$ cat src/sv/btp_pkg.sv
`default_nettype none

package btp_pkg;

    // History ring geometry (depth must be a power of two)
    localparam int HIST_DEPTH = 8;
    localparam int HIST_AW    = $clog2(HIST_DEPTH);

    // Field widths
    localparam int TIME_W     = 32;
    localparam int IBI_W      = 11;
    localparam int OFFSET_W   = 9;
    localparam int SUM_W      = IBI_W + HIST_AW;
    localparam int CFG_IDX_W  = 3;
    localparam int CFG_DATA_W = 16;

    // Interval limits and reset values
    localparam logic [IBI_W-1:0] IBI_MIN        = IBI_W'(300);
    localparam logic [IBI_W-1:0] IBI_MAX        = IBI_W'(2000);
    localparam logic [IBI_W-1:0] IBI_PRESET     = IBI_W'(800);
    localparam logic [IBI_W-1:0] PLAYBACK_RESET = IBI_W'(857);
    localparam logic [SUM_W-1:0] SUM_PRESET     = SUM_W'(800 * HIST_DEPTH);

    // Configuration register indexes
    localparam logic [CFG_IDX_W-1:0] REG_RUN_ENABLE  = CFG_IDX_W'(0);
    localparam logic [CFG_IDX_W-1:0] REG_PLAYBACK_EN = CFG_IDX_W'(1);
    localparam logic [CFG_IDX_W-1:0] REG_PLAYBACK_IV = CFG_IDX_W'(2);
    localparam logic [CFG_IDX_W-1:0] REG_TRANSIT_OFS = CFG_IDX_W'(3);

    typedef enum logic [1:0] {
        CAUSE_PLAYBACK = 2'd0,
        CAUSE_DUE      = 2'd1,
        CAUSE_OFFSET   = 2'd2,
        CAUSE_EARLY    = 2'd3
    } cause_t;

    typedef struct packed {
        logic                  valid;
        logic [CFG_IDX_W-1:0]  index;
        logic [CFG_DATA_W-1:0] data;
    } cfg_wr_t;

    typedef struct packed {
        logic [TIME_W-1:0] now_ms;
        logic              peak_seen;
        logic [TIME_W-1:0] peak_time_ms;
    } item_t;

    typedef struct packed {
        logic [IBI_W-1:0] interval;
        cause_t           cause;
        logic             last;
    } result_t;

    typedef struct packed {
        logic [1:0] count;
        result_t    r0;
        result_t    r1;
    } step_out_t;

endpackage

`default_nettype wire

$ cat src/sv/beat_trigger_predictor.sv
`default_nettype none

// Beat trigger scheduler. Each transfer on the s_ channel is one scheduler tick
// and yields zero, one or two beats on the m_ channel, the final one of a tick
// flagged by m_last_of_item. A tick is captured in an input register and worked
// out combinationally into a two-entry result buffer, so one tick per cycle is
// taken while each tick yields at most one beat and m_ready stays high; a tick
// with two beats holds the input while the result buffer drains. Configuration
// writes on cfg_* are always ready and take effect on the next cycle; write them
// only while no tick is in flight. Times wrap at 2^32.
module beat_trigger_predictor (
    input  wire logic                            aclk,
    input  wire logic                            aresetn,
    // configuration write channel
    input  wire logic                            cfg_valid,
    output logic                                 cfg_ready,
    input  wire logic [btp_pkg::CFG_IDX_W-1:0]   cfg_index,
    input  wire logic [btp_pkg::CFG_DATA_W-1:0]  cfg_data,
    // tick input
    input  wire logic                            s_valid,
    output logic                                 s_ready,
    input  wire logic [btp_pkg::TIME_W-1:0]      s_now_ms,
    input  wire logic                            s_peak_seen,
    input  wire logic [btp_pkg::TIME_W-1:0]      s_peak_time_ms,
    // beat output
    output logic                                 m_valid,
    input  wire logic                            m_ready,
    output logic [btp_pkg::IBI_W-1:0]            m_beat_interval_ms,
    output logic [1:0]                           m_beat_cause,
    output logic                                 m_last_of_item
);

    btp_pkg::cfg_wr_t     cfg_wr;
    btp_pkg::item_t       in_reg;
    logic                 in_valid_reg, in_valid_next;
    btp_pkg::step_out_t   step_out;
    btp_pkg::result_t     q0_reg, q0_next, q1_reg, q1_next;
    logic [1:0]           cnt_reg, cnt_next;
    logic                 out_free, fire, pop;

    assign cfg_ready    = 1'b1;
    assign cfg_wr.valid = cfg_valid;
    assign cfg_wr.index = cfg_index;
    assign cfg_wr.data  = cfg_data;

    // Handshake: the held tick moves once the result buffer can take its beats
    assign pop      = m_valid && m_ready;
    assign out_free = (cnt_reg == 2'd0) || (cnt_reg == 2'd1 && m_ready);
    assign fire     = in_valid_reg && out_free;
    assign s_ready  = !in_valid_reg || fire;

    btp_core u_core (
        .aclk      (aclk),
        .aresetn   (aresetn),
        .cfg_wr    (cfg_wr),
        .step_fire (fire),
        .item      (in_reg),
        .step_out  (step_out)
    );

    // Capture the tick on transfer
    assign in_valid_next = (s_valid && s_ready) || (in_valid_reg && !fire);

    always_ff @(posedge aclk) begin
        if (!aresetn) begin
            in_valid_reg <= 1'b0;
        end else begin
            in_valid_reg <= in_valid_next;
        end
    end

    always_ff @(posedge aclk) begin
        if (s_valid && s_ready) begin
            in_reg.now_ms       <= s_now_ms;
            in_reg.peak_seen    <= s_peak_seen;
            in_reg.peak_time_ms <= s_peak_time_ms;
        end
    end

    // Result buffer: load a tick's beats, or advance by one on transfer
    always_comb begin
        q0_next  = q0_reg;
        q1_next  = q1_reg;
        cnt_next = cnt_reg;
        if (fire) begin
            q0_next  = step_out.r0;
            q1_next  = step_out.r1;
            cnt_next = step_out.count;
        end else if (pop) begin
            q0_next  = q1_reg;
            cnt_next = cnt_reg - 2'd1;
        end
    end

    always_ff @(posedge aclk) begin
        if (!aresetn) begin
            cnt_reg <= 2'd0;
        end else begin
            cnt_reg <= cnt_next;
        end
    end

    always_ff @(posedge aclk) begin
        q0_reg <= q0_next;
        q1_reg <= q1_next;
    end

    assign m_valid            = cnt_reg != 2'd0;
    assign m_beat_interval_ms = q0_reg.interval;
    assign m_beat_cause       = q0_reg.cause;
    assign m_last_of_item     = q0_reg.last;

    // The buffer never holds more than one tick's beats
    a_cnt_bound: assert property (@(posedge aclk) disable iff (!aresetn)
        cnt_reg != 2'd3)
        else $error("result buffer overfilled");

    // A moved tick replaces the buffer with exactly its beats
    a_load_count: assert property (@(posedge aclk) disable iff (!aresetn)
        fire |=> cnt_reg == $past(step_out.count))
        else $error("result buffer lost or repeated a beat");

    // The head beat of a two-beat buffer is never the last of its tick
    a_head_last: assert property (@(posedge aclk) disable iff (!aresetn)
        cnt_reg == 2'd2 |-> !q0_reg.last && q1_reg.last)
        else $error("last flag misplaced");

endmodule

`default_nettype wire

$ cat src/sv/btp_core.sv
`default_nettype none

module btp_core (
    input  wire logic                 aclk,
    input  wire logic                 aresetn,
    input  wire btp_pkg::cfg_wr_t     cfg_wr,
    input  wire logic                 step_fire,
    input  wire btp_pkg::item_t       item,
    output btp_pkg::step_out_t        step_out
);

    // Configuration registers
    logic                          run_en_reg;
    logic                          pb_en_reg;
    logic [btp_pkg::IBI_W-1:0]     pb_iv_reg;
    logic [btp_pkg::OFFSET_W-1:0]  offset_reg;

    // Tick state
    logic [btp_pkg::IBI_W-1:0]     ring_reg  [btp_pkg::HIST_DEPTH];
    logic [btp_pkg::IBI_W-1:0]     ring_next [btp_pkg::HIST_DEPTH];
    logic [btp_pkg::HIST_AW-1:0]   pos_reg, pos_next;
    logic [btp_pkg::SUM_W-1:0]     sum_reg, sum_next;
    logic [btp_pkg::TIME_W-1:0]    prev_time_reg, prev_time_next;
    logic                          prev_valid_reg, prev_valid_next;
    logic                          pending_reg, pending_next;
    logic [btp_pkg::TIME_W-1:0]    pred_reg, pred_next;
    logic [btp_pkg::TIME_W-1:0]    pbref_reg, pbref_next;
    logic                          running_reg, running_next;

    // Step datapath
    logic [btp_pkg::IBI_W-1:0]     avg_old, avg_rec, avg_new, ibi;
    logic [btp_pkg::SUM_W-1:0]     sum_rec;
    logic [btp_pkg::TIME_W-1:0]    diff, ref_time, elapsed, since_pred, until_pred;
    logic [btp_pkg::TIME_W-1:0]    pred_new;
    logic                          pb_hit, due, early, offset_hit;
    logic                          e_pb, e_due, e_peak;
    btp_pkg::cause_t               peak_cause;

    // Take configuration writes; unknown indexes fall through
    always_ff @(posedge aclk) begin
        if (!aresetn) begin
            run_en_reg <= 1'b0;
            pb_en_reg  <= 1'b0;
            pb_iv_reg  <= btp_pkg::PLAYBACK_RESET;
            offset_reg <= '0;
        end else if (cfg_wr.valid) begin
            case (cfg_wr.index)
                btp_pkg::REG_RUN_ENABLE:  run_en_reg <= cfg_wr.data[0];
                btp_pkg::REG_PLAYBACK_EN: pb_en_reg  <= cfg_wr.data[0];
                btp_pkg::REG_PLAYBACK_IV: pb_iv_reg  <= cfg_wr.data[btp_pkg::IBI_W-1:0];
                btp_pkg::REG_TRANSIT_OFS: offset_reg <= cfg_wr.data[btp_pkg::OFFSET_W-1:0];
                default: ;
            endcase
        end
    end

    // Clamp the new inter-beat interval, negative differences go to the minimum
    assign diff = item.peak_time_ms - prev_time_reg;
    always_comb begin
        if (diff[btp_pkg::TIME_W-1] || diff < btp_pkg::TIME_W'(btp_pkg::IBI_MIN)) begin
            ibi = btp_pkg::IBI_MIN;
        end else if (diff > btp_pkg::TIME_W'(btp_pkg::IBI_MAX)) begin
            ibi = btp_pkg::IBI_MAX;
        end else begin
            ibi = diff[btp_pkg::IBI_W-1:0];
        end
    end

    // Running sum replaces the oldest entry; average is sum over depth
    assign avg_old = sum_reg[btp_pkg::SUM_W-1:btp_pkg::HIST_AW];
    assign sum_rec = sum_reg - btp_pkg::SUM_W'(ring_reg[pos_reg]) + btp_pkg::SUM_W'(ibi);
    assign avg_rec = sum_rec[btp_pkg::SUM_W-1:btp_pkg::HIST_AW];
    assign avg_new = prev_valid_reg ? avg_rec : avg_old;

    // Playback timing
    assign ref_time = running_reg ? pbref_reg : item.now_ms;
    assign elapsed  = item.now_ms - ref_time;
    assign pb_hit   = elapsed >= btp_pkg::TIME_W'(pb_iv_reg);

    // Prediction tests
    assign since_pred = item.now_ms - pred_reg;
    assign until_pred = pred_reg - item.peak_time_ms;
    assign due        = pending_reg && !since_pred[btp_pkg::TIME_W-1];
    assign early      = pending_reg && !due && (until_pred != '0)
                        && !until_pred[btp_pkg::TIME_W-1];
    assign offset_hit = avg_new <= btp_pkg::IBI_W'(offset_reg);
    assign pred_new   = item.peak_time_ms
                        + btp_pkg::TIME_W'(avg_new - btp_pkg::IBI_W'(offset_reg));
    assign peak_cause = offset_hit ? btp_pkg::CAUSE_OFFSET : btp_pkg::CAUSE_EARLY;

    // Beats produced by this tick
    assign e_pb   = run_en_reg && pb_en_reg && pb_hit;
    assign e_due  = run_en_reg && !pb_en_reg && due;
    assign e_peak = run_en_reg && !pb_en_reg && item.peak_seen && (offset_hit || early);

    always_comb begin
        step_out = '0;
        if (e_pb) begin
            step_out.count = 2'd1;
        end else begin
            step_out.count = {1'b0, e_due} + {1'b0, e_peak};
        end
        if (e_pb) begin
            step_out.r0.interval = pb_iv_reg;
            step_out.r0.cause    = btp_pkg::CAUSE_PLAYBACK;
        end else if (e_due) begin
            step_out.r0.interval = avg_old;
            step_out.r0.cause    = btp_pkg::CAUSE_DUE;
        end else begin
            step_out.r0.interval = avg_new;
            step_out.r0.cause    = peak_cause;
        end
        step_out.r0.last     = step_out.count == 2'd1;
        step_out.r1.interval = avg_new;
        step_out.r1.cause    = peak_cause;
        step_out.r1.last     = 1'b1;
    end

    // Next state for one tick
    always_comb begin
        ring_next       = ring_reg;
        pos_next        = pos_reg;
        sum_next        = sum_reg;
        prev_time_next  = prev_time_reg;
        prev_valid_next = prev_valid_reg;
        pending_next    = pending_reg;
        pred_next       = pred_reg;
        pbref_next      = pbref_reg;
        running_next    = running_reg;
        if (step_fire) begin
            if (!run_en_reg) begin
                pending_next = 1'b0;
                running_next = 1'b0;
            end else begin
                running_next = 1'b1;
                pbref_next   = (pb_en_reg && pb_hit) ? item.now_ms : ref_time;
                if (!pb_en_reg) begin
                    if (due) begin
                        pending_next = 1'b0;
                    end
                    if (item.peak_seen) begin
                        if (prev_valid_reg) begin
                            ring_next[pos_reg] = ibi;
                            pos_next           = pos_reg + btp_pkg::HIST_AW'(1);
                            sum_next           = sum_rec;
                        end
                        prev_time_next  = item.peak_time_ms;
                        prev_valid_next = 1'b1;
                        if (offset_hit) begin
                            pending_next = 1'b0;
                        end else begin
                            pending_next = 1'b1;
                            pred_next    = pred_new;
                        end
                    end
                end
            end
        end
        // Stopping the run drops any pending prediction
        if (cfg_wr.valid && cfg_wr.index == btp_pkg::REG_RUN_ENABLE && !cfg_wr.data[0]) begin
            pending_next = 1'b0;
        end
    end

    always_ff @(posedge aclk) begin
        if (!aresetn) begin
            for (int k = 0; k < btp_pkg::HIST_DEPTH; k++) begin
                ring_reg[k] <= btp_pkg::IBI_PRESET;
            end
            pos_reg        <= '0;
            sum_reg        <= btp_pkg::SUM_PRESET;
            prev_time_reg  <= '0;
            prev_valid_reg <= 1'b0;
            pending_reg    <= 1'b0;
            pred_reg       <= '0;
            pbref_reg      <= '0;
            running_reg    <= 1'b0;
        end else begin
            ring_reg       <= ring_next;
            pos_reg        <= pos_next;
            sum_reg        <= sum_next;
            prev_time_reg  <= prev_time_next;
            prev_valid_reg <= prev_valid_next;
            pending_reg    <= pending_next;
            pred_reg       <= pred_next;
            pbref_reg      <= pbref_next;
            running_reg    <= running_next;
        end
    end

    // The average stays inside the clamp range
    a_avg_range: assert property (@(posedge aclk) disable iff (!aresetn)
        avg_old >= btp_pkg::IBI_MIN && avg_old <= btp_pkg::IBI_MAX)
        else $error("average interval out of range");

    // A stopped tick leaves no prediction pending
    a_stop_clears: assert property (@(posedge aclk) disable iff (!aresetn)
        step_fire && !run_en_reg |=> !pending_reg && !running_reg)
        else $error("stopped tick kept prediction");

    // A live running peak always leaves a valid previous peak
    a_peak_kept: assert property (@(posedge aclk) disable iff (!aresetn)
        step_fire && run_en_reg && !pb_en_reg && item.peak_seen |=> prev_valid_reg)
        else $error("peak not recorded");

    // Two beats in one tick start with the due prediction
    a_pair_order: assert property (@(posedge aclk) disable iff (!aresetn)
        step_out.count == 2'd2 |-> step_out.r0.cause == btp_pkg::CAUSE_DUE
                                   && !step_out.r0.last)
        else $error("bad beat pair order");

endmodule

`default_nettype wire
$ cat config.mk
export PLATFORM = sky130hd
export DESIGN_NAME = beat_trigger_predictor
export DESIGN_NICKNAME = d
export VERILOG_FILES = /design/src/sv/btp_pkg.sv /design/src/sv/beat_trigger_predictor.sv /design/src/sv/btp_core.sv
export SDC_FILE = /design/constraint.sdc
export NUM_CORES = 1
export LEC_CHECK = 0
export ABC_AREA = 1
export ABC_CLOCK_PERIOD_IN_PS = 8900
export BUFFER_PORTS_ARGS = -buffer_cell sky130_fd_sc_hd__clkbuf_2
export CAP_MARGIN = 5
export CORE_ASPECT_RATIO = 2
export CORE_MARGIN = 4
export CORE_UTILIZATION = 41
export DETAILED_ROUTE_END_ITERATION = 12
export GPL_TIMING_DRIVEN = 0
export PLACE_DENSITY_LB_ADDON = 0.1
export SLEW_MARGIN = 25
export SYNTH_ARGS = -nofsm -noshare
export SYNTH_HDL_FRONTEND = slang
export SYNTH_SLANG_ARGS = --single-unit
$ cat constraint.sdc
create_clock -name aclk -period 8.9 [get_ports aclk]
set_input_delay 1.78 -clock aclk [delete_from_list [all_inputs] [get_ports aclk]]
set_output_delay 1.78 -clock aclk [all_outputs]
set_load 0.005 [all_outputs]
Yosys cells after proc, flatten, opt, wreduce, memory -nomap -nowiden
Index checks and enable logic that the tools add are counted.
- latch bits: 0
- bits in writable memories: 0
- output and inout bits: 17
- bits of input ports: 89
- word-level logic and storage cells: 129
- ROM bits: 0
- memories: 0
- register bits after elaboration: 321
- equality and inequality tests: 7
- bitwise operators: 4
- order comparisons: 6
- muxes and demuxes: 25
- $add $sub $neg: 11
- div/mod/pow operators: 0
- shifts and indexed selects: 0
- multipliers: 0
- reduce and logical (&&, ||, !) cells: 46
- operator list (cell ; count):
    $sub A32 B32 Y32 ; 4
    $bwmux W88 ; 1
    $mux W11 ; 6
    $mux W32 ; 2
    $bmux W11 S3 ; 1
    $demux W11 S3 ; 1
    $add A32 B32 Y32 ; 1
    $ge A32 B11 Y1 ; 1
    $gt A32 B11 Y1 const B ; 1
    $lt A32 B9 Y1 const B ; 1
    $reduce_bool A32 Y1 ; 1
    $mux W14 ; 2
    $mux W13 ; 2
    $logic_and A1 B1 Y1 ; 19
    $add A14 B11 Y14 ; 1
    $sub A14 B11 Y14 ; 1
    $sub A11 B9 Y12 ; 1
    $le A11 B9 Y1 ; 1
    $reduce_and A2 Y1 ; 5
    $reduce_and A5 Y1 ; 2
    $logic_not A1 Y1 ; 7
    $mux W1 ; 7
    $eq A3 B2 Y1 const B ; 2
    $mux W2 ; 3
    18 further kinds ; 26

Logic depth before layout (Yosys ltp)
Gate-level depths: netlist of run 1.
- depth after elaboration: 14
- depth in mapped cells: 60
- gate-level depth less buffers: 59

Cells and area by module
Synthesis of run 1 repeated with hierarchy kept, for this count alone.
- cells, all modules: 3655
- area, all modules: 24179.4 sq um
- modules (own cells, without submodules) (module ; area each (sq um) ; times used ; seq. area each (sq um) ; cells each):
    btp_core ; 20945.1 ; 1 ; 4524.3 ; 3481
    beat_trigger_predictor ; 3234.4 ; 1 ; 2852.7 ; 174

Worst setup path after synthesis of run 1
Ideal clock, no wire load.
- kind: register to register
- start point: register in_reg[1] (netlist bit)
- end point: register u_core.pred_reg[28] (netlist bit)
- buffers on the path: 0
- cell stages (with the launch flop): 51
- clock period less this slack: 7.510 ns
- setup slack: 1.390 ns
- setup time: 0.122 ns
- data required time: 8.778 ns
- arrival time: 7.389 ns
- cell sequence: edfxtp_1 inv_1 fa_1 nand3b_1 nand2_1 nand2_1 nand2_2 nand2_1 nand2_1 nand3_1 nand2_1 nand2_1 nand2_1 nand2_1 nor2_1 nand2_2 nor2_8 and2_4 [15 not listed] o21bai_1 nand3_1 nand2_1 a31oi_1 nand3_1 inv_1 ha_1 a21oi_1 a21boi_0 nand2_1 nand2_1 nand3_1 nand2_1 nand2_1 a21oi_1 o21ai_0 xnor2_1 a21oi_1
- RTL lines (element ; RTL line ; text):
    start: declaration ; beat_trigger_predictor.sv:34 ; btp_pkg::item_t in_reg;
    end signal: assignment ; btp_core.sv:185 ; pred_reg <= pred_next;
    end: declaration ; btp_core.sv:26 ; logic [btp_pkg::TIME_W-1:0] pred_reg, pred_next;

==> run metrics, run 1 <==
drt pass-1 iters=6; CP peak stage delay=0.43 ns; Cell Area, Synth=0.0239 mm2; post-DR vias/cell=5.34; fillcell total=6194; Layout Nets=4036; total number of vias=24.1k; combinational fraction of design power=28.6%; Port Buffers=99; Initial DRC Count=1390; Ys Warns=0; peak fanout along the critical path=9; Detail Route Antenna Nets=0; Yosys top cell by area=dfxtp_1; Core Region=0.0574 mm2; worst path required time=9.37 ns; fin crit share=96.0%; final RePlAce weighted congestion=0.952; DR WL/cell=19.5 um; post-route setup slack=0.358 ns; Top Ports=106; clk_skew=0.0269 ns; Pins Over Slew Limit=0; initial antenna violation count=0; Post-Syn Instances=3571; GRT Util Overall=27.5%; CTS root buf=clkbuf_16; Area Growth Syn to Fin=13.6%; n_diodes=0; Final Power=4.46 mW; clk slew on worst S/H paths=0.07 ns; register area share after synthesis=30.6%; crit path kind=reg -> reg; fmax=117 MHz; Rel. slew slack=31.8%; hold_ws=0.464 ns; CTS Buf Count=35; Pwr Density=165 mW/mm2; Clk network pwr share=34.7%; layout cells sized above 1=8.77%; Post-Route Setup TNS=0 ns; CP endpoint kind=register; Leak=12.6 nW; Sequential Power Share=36.7%; Total Wirelength=88300 um; DP Worst Slack=-1.45 ns; CTS H-tree depth=2; cts hold-fix bufs=0; ranking of synthesized cells by area=dfxtp_1 (19%), nand2_1 (13%), edfxtp_1 (11%); Peak VDD IR=0.143 mV; Bufs on Longest Clock Path=3; Sink Count=320; min cycle time layout=8.54 ns; Sw Share=35.6%; die area=0.0624 mm2; CTS tree=built; Max-Cap Viols=0; Fin. Hold Viols=0; FP Rows=124; Hold Path Class=reg -> reg; final non-filler cell area=0.0271 mm2; status=finished clean; first-pass GRT wire length=132000 um; Detailed Place HPWL=72000 um; area share of the leading cell type in the synthesized netlist=19.2%; CP arrival=9.01 ns; largest net degree at the start of global routing=35; internal power=2.88 mW; Die Y=349 um; grt total ovfl=0; max reg flops=88; final setup fails=0; vias in the first global route=24.5k; Synth cell types=51; Initial Util=41.6%; DRC=0; syn avg cell area=6.69 um2; Startpoint Class=register; most used cell, CP=nand2_1; worst-margin pin slew=1.02 ns; area of the multi-input gates=0.0146 mm2; synthesis-stage register bit count=320; Clk Latency, worst-skew pair=0.57 ns; syn_nets=3871; Worst path slowest cell=fa_1; Die W=179 um; Sw Pwr=1.59 mW; Sequential Area=0.00732 mm2; Post-DP Area=0.0253 mm2
layer usage:
layer | vias up | track usage [%] | share of wire (%)
li1 | 12100 | - | -
met1 | 11200 | 26.2 | 34
met2 | 588 | 54.1 | 54
met3 | 277 | 2.18 | 2.8
met4 | 0 | 19.0 | 8.4
met5 | - | 0 | 0
cell type report:
cell class | instances | share of cell area [%]
timing repair inverter | 2 | 0.0461
sequential | 320 | 27.0
clock buffer | 48 | 3.52
timing repair buffer | 126 | 2.62
buffer | 101 | 1.60
inverter | 514 | 7.15
clock inverter | 14 | 0.747
tap | 756 | 3.49
multi-input combinational | 2636 | 53.9
cell usage in the layout (no fill, tap or decap), types with 25 or more instances in the layout:
master,synthesis,final
ha_1,195,178
inv_1,506,504
nand2_1,847,836
clkbuf_2,0,99
nor2_1,337,334
clkbuf_1,65,75
xor2_1,59,57
buf_2,25,25
nand4_1,45,45
nand3_1,229,224
o21ai_0,292,278
edfxtp_1,91,91
a21oi_1,410,397
xnor2_1,31,30
dfxtp_1,229,229
nand2_2,16,27
buf_4,4,30
clkbuf_16,0,35
worst paths after layout:
kind	from	end	slack, ns	depth (start not counted)
worst max register to register	in_reg[0]	u_core.pred_reg[31]	0.36	51
worst min register to register	u_core.pbref_reg[23]	u_core.pbref_reg[23]	0.46	2
worst min-delay path	u_core.pbref_reg[23]	u_core.pbref_reg[23]	0.46	2
worst max-delay path	in_reg[0]	u_core.pred_reg[31]	0.36	51
repair_timing:
| action | CTS | global route |
|---|---|---|
| resized for setup | 30 | 66 |
| endpoints found under the setup margin | 21 | 21 |
| endpoints found under the hold margin | 0 | 0 |
| setup buffers | 6 | 20 |
| pin swaps | 3 | 17 |
| gates cloned | 2 | 0 |
power groups by stage:
stage | Sequential, mW | Combinational [mW] | Clock (mW)
final | 1.64 | 1.28 | 1.55
after global routing | 1.65 | 1.43 | 1.62
after detailed placement | 1.67 | 1.22 | 0
after global placement | 1.68 | 1.21 | 0
after floorplan | 1.65 | 0.854 | 0
after CTS | 1.64 | 1.24 | 1.57
stage by stage:
step                utilization (%)  std cells
finish                         47.2       4517
detailed placement             44.1       4427
global placement               44.1       4426
global route                   47.2       4517
CTS                            46.5       4497
floorplan                         -       3571
critical path: cells and delay by family, from the launching register on:
family | cells | cell delay, ns
AO/OA/AOI/OAI | 10 | 1.89
XOR/XNOR | 1 | 0.18
adder cells (fa/ha/maj) | 6 | 1.82
AND/OR/NAND/NOR | 26 | 3.04
flip-flops | 1 | 0.42
buffers and inverters | 8 | 1.04
cells in the mapped netlist (all sizes together):
master	count
xor2	60
nand2	865
fa	16
nand4	46
a21oi	411
inv	514
nor4	8
o21bai	15
nand3b	13
o22ai	4
o21ai	302
o2111ai	8
a211oi	3
conb	1
nand3	234
o31ai	3
o221ai	1
edfxtp	91
clkbuf	65
nor2	351
a221oi	2
a21o	9
a31oi	8
a21boi	3
and2	3
nor3	27
o21a	4
dfxtp	229
buf	36
xnor2	31
ha	195
o211ai	13
kinds of logic (layout without fill, tap and decap cells):
logic type | Yosys count | after routing | share of synthesized area [%]
simple gates | 1547 | 1547 | 27.2
compound gates | 786 | 786 | 17.3
buf+inv | 615 | 805 | 9.89
flops | 320 | 320 | 30.6
fa+ha+maj | 211 | 211 | 11.6
xor+xnor | 91 | 91 | 3.37
other cells | 1 | 1 | 0.0157
No activity file was read; power rests on OpenSTA's default activity.
==> run 2: changes to the inputs <==
CORE_UTILIZATION = 40   (was 41)
==> run 2 against run 1 <==
Sequential share of layout area increased by 0.12 points. Clock power decreased by 3%. First-iteration DRC count decreased by 6.8%. Final area decreased by 0.43%. Hold slack about the same. Sequential power about the same. Clock-buffer cell count increased by 2. Critical path depth increased by 1. Highest routed layer unchanged.
==> run metrics, run 2 (synthesis results as in run 1) <==
status=finished clean (unchanged); DR WL/cell=19.7 um (was 19.5 um); Port Buffers=99 (unchanged); worst path required time=9.38 ns (was 9.37 ns); Sink Count=320 (unchanged); DP Worst Slack=-1.44 ns (was -1.45 ns); fin crit share=95.9% (was 96.0%); Sequential Power Share=37.1% (was 36.7%); RR Startpoint=in_reg[0] (unchanged); largest net degree at the start of global routing=38 (was 35); max reg flops=88 (unchanged); Clk network pwr share=34.1% (was 34.7%); CP endpoint kind=register (unchanged); clk slew on worst S/H paths=0.07 ns (about the same); post-route setup slack=0.366 ns (was 0.358 ns); crit path from=in_reg[0] (unchanged); internal power=2.82 mW (was 2.88 mW); commonest non-fill, non-tap cell in the layout=nand2_1 (unchanged); Detail Route Antenna Nets=0 (unchanged); total number of vias=24.1k (about the same); Total Wirelength=89400 um (was 88300 um); final RePlAce weighted congestion=0.964 (was 0.952); hold path startpoint=u_core.ring_reg[60] (was u_core.pbref_reg[23]); layout cells sized above 1=8.30% (was 8.77%); GRT Util Overall=26.8% (was 27.5%); CTS H-tree depth=2 (unchanged); Initial DRC Count=1295 (was 1390); first-pass GRT wire length=134000 um (was 132000 um); Rel. slew slack=25.6% (was 31.8%); final setup fails=0 (unchanged); Core Region=0.0591 mm2 (was 0.0574 mm2); vias in the first global route=24.3k (was 24.5k); DRC=0 (unchanged); Clk Latency, worst-skew pair=0.60 ns (was 0.57 ns); Peak VDD IR=0.168 mV (was 0.143 mV); n_diodes=0 (unchanged); FP Rows=126 (was 124); CTS tree=built (unchanged); Bufs on Longest Clock Path=3 (unchanged); Layout Nets=4035 (was 4036); Max-Cap Viols=0 (unchanged); Leak=12.6 nW (about the same); clk_skew=0.0304 ns (was 0.0269 ns); Hold Path Class=reg -> reg (unchanged); Top Ports=106 (unchanged); fmax=117 MHz (about the same); most used cell, CP=nand2_1 (unchanged); initial antenna violation count=0 (unchanged); Fin. Hold Viols=0 (unchanged); Sw Share=36.1% (was 35.6%); Post-Route Setup TNS=0 ns (unchanged); peak fanout along the critical path=10 (was 9); post-DR vias/cell=5.32 (was 5.34); min cycle time layout=8.53 ns (was 8.54 ns); CTS root buf=clkbuf_16 (unchanged); Die Y=354 um (was 349 um); hold_ws=0.465 ns (was 0.464 ns); CTS Buf Count=35 (unchanged); Sw Pwr=1.60 mW (was 1.59 mW); Startpoint Class=register (unchanged); CP peak stage delay=0.44 ns (was 0.43 ns); Detailed Place HPWL=72800 um (was 72000 um); Pins Over Slew Limit=0 (unchanged); Die W=181 um (was 179 um); Initial Util=40.4% (was 41.6%); Worst path slowest cell=fa_1 (unchanged); CP arrival=9.02 ns (was 9.01 ns); most frequent cells in the layout=nand2_1 (840), inv_1 (504), a21oi_1 (402), nor2_1 (335), o21ai_0 (281) (was nand2_1 (836), inv_1 (504), a21oi_1 (397), nor2_1 (334), o21ai_0 (278)); Pwr Density=164 mW/mm2 (was 165 mW/mm2); die area=0.0639 mm2 (was 0.0624 mm2); drt pass-1 iters=9 (was 6); worst-margin pin slew=1.10 ns (was 1.02 ns); grt total ovfl=0 (unchanged); combinational fraction of design power=28.8% (was 28.6%); crit path kind=reg -> reg (unchanged); Area Growth Syn to Fin=13.1% (was 13.6%)
## run 2: cell count changes in the layout (fill, tap and decap cells not counted), sizes merged
cell	before	now
bufinv	4	2
inv	515	516
clkbuf	212	214
buf	63	62
## run 2: path summary, 6_finish.rpt
path / endpoint / slack [ns] / depth (start not counted)
worst max-delay path: u_core.pred_reg[28] / 0.37 / 52
worst min-delay path: u_core.ring_reg[60] / 0.46 / 2
worst min register to register: u_core.ring_reg[60] / 0.46 / 2
worst max register to register: u_core.pred_reg[28] / 0.37 / 52
## run 2: area by class of cell
class                           count  area [um2]
Fill cell                        6394       32100
Multi-Input combinational cell   2636       14500
Sequential cell                   320        7320
Inverter                          514        1940
Clock buffer                       50         962
Tap cell                          768         961
Timing Repair Buffer              125         703
Buffer                            101         438
Clock inverter                     13         156
Timing Repair inverter              2        15.0
## run 2: what timing repair did
action,CTS,global route
pin swaps,6,10
cloned,2,0
hold buffers,0,0
endpoints found under the setup margin,22,14
resized for setup,32,43
setup buffers,9,16
## run 2: power groups by stage
stage	registers, mW	clock network [mW]	logic (mW)
after global routing	1.65	1.59	1.42
after detailed placement	1.67	0	1.22
final	1.64	1.51	1.27
after CTS	1.64	1.55	1.24
after global placement	1.68	0	1.21
after floorplan	1.65	0	0.854
## run 2: stage by stage
stage               instances  utilization [%]  instance area [um2]  power, mW
floorplan                3571                -                23900       2.50
global placement         4438             42.8                25300       2.89
detailed placement       4439             42.9                25400       2.89
CTS                      4513             45.1                26700       4.42
global route             4529             45.7                27000       4.66
finish                   4529             45.7                27000       4.42
## run 2: layer usage
metal / global-route usage (%) / share of wire, % / vias to the layer above
li1: - / - / 12100
met1: 25.3 / 34 / 11100
met2: 53.3 / 54 / 637
met3: 2.63 / 3.1 / 266
met4: 17.9 / 8.0 / 0
met5: 0 / 0 / -
## run 2: worst max-delay path: cells and delay by family (launching register included)
kind | cells | cell delay [ns]
buffers and inverters | 7 | 1.01
and+or+nand+nor | 28 | 3.24
DFF | 1 | 0.39
xor gates and xnor gates | 2 | 0.32
AOI/OAI and AO/OA | 9 | 1.33
adders and majority gates | 6 | 2.09
